--- config.mk ---
export PLATFORM = sky130hd
export DESIGN_NAME = dscq_front
export DESIGN_NICKNAME = d
export VERILOG_FILES = /design/src/hdl/dscq_pkg.sv /design/src/hdl/dscq_front.sv
export SDC_FILE = /design/constraint.sdc
export NUM_CORES = 1
export LEC_CHECK = 0
export BUFFER_PORTS_ARGS = -buffer_cell sky130_fd_sc_hd__buf_2
export CAP_MARGIN = 20
export CORE_ASPECT_RATIO = 0.7
export CORE_MARGIN = 5
export CORE_UTILIZATION = 37
export DETAILED_ROUTE_END_ITERATION = 7
export PLACE_DENSITY = 0.57
export SLEW_MARGIN = 20
export SYNTH_ARGS = -nofsm -noshare
export SYNTH_HDL_FRONTEND = slang
export SYNTH_SLANG_ARGS = --single-unit
--- constraint.sdc ---
create_clock -name clk -period 7.5 [get_ports clk]
set_input_delay 1.5 -clock clk [delete_from_list [all_inputs] [get_ports clk]]
set_output_delay 1.5 -clock clk [all_outputs]
set_load 0.05 [all_outputs]
--- src/hdl/dscq_pkg.sv ---
// Shared types and constants for the DPCM subband codebook quantizer.
`timescale 1ns / 1ps
package dscq_pkg;

    // Item kinds carried in the input tuser field
    localparam logic [1:0] ACT_LOAD_AVG = 2'd0;
    localparam logic [1:0] ACT_LOAD_DIF = 2'd1;
    localparam logic [1:0] ACT_ENCODE   = 2'd2;

    // Arithmetic widths
    localparam int ENTRY_W = 10;
    localparam int VAL_W   = 14;  // residual and compare width
    localparam int RECON_W = 12;

    // One queued item, already classified by the front end
    typedef struct packed {
        logic [1:0]         action;
        logic [7:0]         entry_index;
        logic [ENTRY_W-1:0] entry_value;
        logic [7:0]         avg_sample;
        logic [7:0]         diff_sample;
        logic               row_start;
        logic               frame_start;
    } item_t;

endpackage

--- src/hdl/dscq_front.sv ---
// Front end: accepts input transfers, drops undefined actions, two-entry queue.
`timescale 1ns / 1ps
module dscq_front
(
    input  logic           clk,
    input  logic           rst_n,
    input  logic           in_valid,
    output logic           in_ready,
    input  dscq_pkg::item_t in_item,
    output logic           q_valid,
    output dscq_pkg::item_t q_item,
    input  logic           q_pop
);

    dscq_pkg::item_t slot_reg [2];
    logic [1:0] count_reg, count_next;
    logic       rd_ptr_reg, rd_ptr_next;
    logic       wr_ptr_reg, wr_ptr_next;
    logic       push;
    logic       keep;
    logic       do_pop;

    // Undefined action codes are consumed without entering the queue
    assign keep     = (in_item.action == dscq_pkg::ACT_LOAD_AVG) ||
                      (in_item.action == dscq_pkg::ACT_LOAD_DIF) ||
                      (in_item.action == dscq_pkg::ACT_ENCODE);
    assign in_ready = (count_reg != 2'd2);
    assign push     = in_valid && in_ready && keep;
    assign q_valid  = (count_reg != 2'd0);
    assign q_item   = slot_reg[rd_ptr_reg];
    assign do_pop   = q_pop && q_valid;

    // Pointer and fill count
    always_comb
    begin
        count_next  = count_reg;
        rd_ptr_next = rd_ptr_reg;
        wr_ptr_next = wr_ptr_reg;
        if (push)
        begin
            wr_ptr_next = ~wr_ptr_reg;
        end
        if (do_pop)
        begin
            rd_ptr_next = ~rd_ptr_reg;
        end
        if (push && !do_pop)
        begin
            count_next = count_reg + 2'd1;
        end
        else if (!push && do_pop)
        begin
            count_next = count_reg - 2'd1;
        end
    end

    always_ff @(posedge clk or negedge rst_n)
    begin
        if (!rst_n)
        begin
            count_reg  <= 2'd0;
            rd_ptr_reg <= 1'b0;
            wr_ptr_reg <= 1'b0;
        end
        else
        begin
            count_reg  <= count_next;
            rd_ptr_reg <= rd_ptr_next;
            wr_ptr_reg <= wr_ptr_next;
        end
    end

    // Queue storage
    always_ff @(posedge clk)
    begin
        if (push)
        begin
            slot_reg[wr_ptr_reg] <= in_item;
        end
    end

`ifndef SYNTHESIS
    a_no_overflow: assert property (@(posedge clk) disable iff (!rst_n)
        (count_reg == 2'd2) |-> !push)
        else $error("queue push while full");
    a_no_underflow: assert property (@(posedge clk) disable iff (!rst_n)
        (count_reg == 2'd0) |=> (count_reg != 2'd3))
        else $error("queue count out of range");
    a_pop_valid: assert property (@(posedge clk) disable iff (!rst_n)
        (q_pop && !q_valid) |=> (count_reg == $past(count_reg) ||
                                 count_reg == $past(count_reg) + 2'd1))
        else $error("pop on empty queue changed count");
`endif

endmodule

==> flow_metrics.env <==
export IMPL_ys_warn_count=0
export IMPL_cp_start_kind="flip-flop"
export IMPL_cts_root_buf="clkbuf_16"
export IMPL_r2r_end="slot_reg[0][8]"
export IMPL_grt_pass1_vias=1608
export IMPL_fmax_mhz=283.5
export IMPL_irDropWorstVdd_mv=0.2400
export IMPL_io_pins=82
export IMPL_min_path_type="reg2reg"
export IMPL_cp_top_family="flip-flops"
export IMPL_cts_buffers=9
export IMPL_final_layout_size_suffix_gt1_share_pct=58.37
export IMPL_avgSynthCellArea_sq_um=21.66
export IMPL_rows=27
export IMPL_hold_violations=0
export IMPL_grt_start_max_net_pins=40
export IMPL_drt_pass1_iter_count=4
export IMPL_cts_setup_buffers=0
export IMPL_synth_main_ff_cell="edfxtp_1"
export IMPL_antenna_left=0
export IMPL_grt_overflow=0
export IMPL_place_area_sq_um=3543
export IMPL_setup_viol=0
export IMPL_cp_end_kind="primary output"
export IMPL_areaGrowthSynthToFinish_pct=28.76
export IMPL_synth_fp_nets=181
export IMPL_ys_ff_latch=80
export IMPL_worst_pin_slew_ns=1.037
export IMPL_io_buffer_count=81
export IMPL_maxCapViolCount=0
export IMPL_vias=1500
export IMPL_wire_per_inst_microns=15.15
export IMPL_die_w_microns=117.4
export IMPL_first_iter_violations=27
export IMPL_layout_nets=271
export IMPL_cts_resized=0
export IMPL_ys_types=16
export IMPL_synth_most_common_cell="edfxtp_1"
export IMPL_synth_common_cells="edfxtp_1, mux2_2, mux2_4"
export IMPL_max_clock_path_buffers=2
export IMPL_crit_arrival_ns=2.03
export IMPL_setup_tns_ns=0
export IMPL_postCtsHoldBufs=0
export IMPL_run_status="completed"
export IMPL_r2r_start="count_reg[0]"
export IMPL_path_buf_inv=1
export IMPL_core_area_sq_um=7871
export IMPL_min_path_cells=1
export IMPL_start_util_pct=37.97
export IMPL_hold_path_end="count_reg[1]"
export IMPL_synthTopCellsByArea="edfxtp_1, mux2_2, mux2_4"
export IMPL_crit_chain="mux2_2 > buf_2"
export IMPL_worstRegToRegCells=4
export IMPL_finalInstanceArea_sq_um=3849
export IMPL_largest_reg_flops=76
export IMPL_period_share_pct=47.04
export IMPL_layout_min_cycle_time_ns=3.528
export IMPL_dieHeight_microns=85.20
export IMPL_synth_edff_count=76
export IMPL_fin_util_pct=48.90
export IMPL_cts_tree="yes"
export IMPL_rrSetupSlack_ns=5.55
export IMPL_antenna_found_initial=0
export IMPL_num_antenna_cells=0
export IMPL_path_class="reg2out"
export IMPL_max_stage_delay_ns=1.05
export IMPL_rsz0062_at_grt="no"
export IMPL_h_tree_depth=3
export IMPL_async_flop_share_pct=5.000
export IMPL_synth_top_cell_area_share_pct=76.35
export IMPL_dpl_hpwl_microns=3419
export IMPL_drt_total_wl_microns=5059
export IMPL_grt_usage_pct=10.39
export IMPL_clk_latency_ns=0.32
export IMPL_leakagePower_nw=1.479
export IMPL_min_from="count_reg[1]"
export IMPL_slew_headroom_pct=30.86
export IMPL_place_congestion=0.6507
export IMPL_synth_top_area_cell="edfxtp_1"
export IMPL_synth_cells=138
export IMPL_power_mw=1.742
export IMPL_power_density_nw_per_um2=452.5
export IMPL_dieArea_sq_um=10010
export IMPL_finalMaxSlewViolations=0
export IMPL_drcViolationCount=0
export IMPL_cts_sinks=80
export IMPL_cp_max_fo=39
export IMPL_worst_path_max_delay_cell="dfrtp_2"
export IMPL_hold_slack_ns=0.4903
export IMPL_routed_via_density=4.491
export IMPL_cp_required_ns=6.00
export IMPL_netlist_area_sq_um=2989
export IMPL_yosysSeqAreaShare_pct=79.70
export IMPL_fin_worst_skew_ns=0.004599
export IMPL_grt_pass1_wl_microns=8038
export IMPL_clkTransAtPathRegs_ns=0.05
==> kinds of logic after synthesis <==
| group | share of synthesized area [%] |
|---|---|
| adders and majority gates | 0.4185 |
| xor gates and xnor gates | 1.465 |
| and+or+nand+nor | 1.214 |
| DFF | 79.70 |
| buffers and inverters | 1.632 |
| muxes | 15.57 |
==> cell usage in the layout, fill, tap and decap left out <==
cell type and n:
nor2_4 2, clkbuf_16 9, buf_16 1, xnor2_1 3, xor2_1 2, nand3_1 1
nand2b_1 1, inv_1 2, nor2_1 1, or2_1 1, dfrtp_2 1, clkbuf_1 3
clkinv_1 1, buf_12 1, edfxtp_1 76, bufinv_16 2, mux2_4 10, ha_1 1
dfrtp_1 3, buf_2 81, nand2_1 2, mux2_2 28, clkinv_2 1
==> worst max path at each step <==
stage	start	slack, ns	to	cells past startpoint
6_report	rd_ptr_reg	3.97	q_item[22]	2
5_1_grt	rd_ptr_reg	3.86	q_item[22]	2
4_1_cts	rd_ptr_reg	3.92	q_item[22]	2
3_5_place_dp	rd_ptr_reg	4.26	q_item[22]	2
3_3_place_gp	in_item[36]	4.20	slot_reg[1][7]	4
2_1_floorplan	in_item[36]	3.73	slot_reg[0][0]	3
==> where the power goes <==
part / internal, mW / switching, mW / total (mW) / leakage, nW
Clock: 0.290 / 0.146 / 0.435 / 0.148
Combinational: 0.207 / 0.441 / 0.648 / 0.585
Sequential: 0.587 / 0.0711 / 0.659 / 0.746
Total: 1.08 / 0.658 / 1.74 / 1.48
==> layer usage <==
metal / part of all wire, % / track usage (%) / vias up
met2: 47 / 16.68 / 56
met5: 0 / 0 / -
met4: 0 / 2.845 / 0
li1: - / - / 715
met3: 7.3 / 4.597 / 0
met1: 45 / 12.87 / 729
==> per-stage QoR <==
step           worst slack (ns)  std cells
6_report                  3.972        334
5_1_grt                   3.858        334
4_1_cts                   3.916        334
3_5_place_dp              4.263        318
3_3_place_gp              4.203        316
2_1_floorplan             3.731        138
==> area by class of cell <==
cell class / instances / area [sq um]
well taps: 101 / 126.4
multi-input cells: 52 / 573.1
fillers: 683 / 4023
inverters: 2 / 7.507
flip-flops and latches: 80 / 2384
clock inverters: 4 / 68.82
repair buffers: 83 / 452.9
clock buffers: 12 / 236.5
Power figures use the tool's default switching activity.
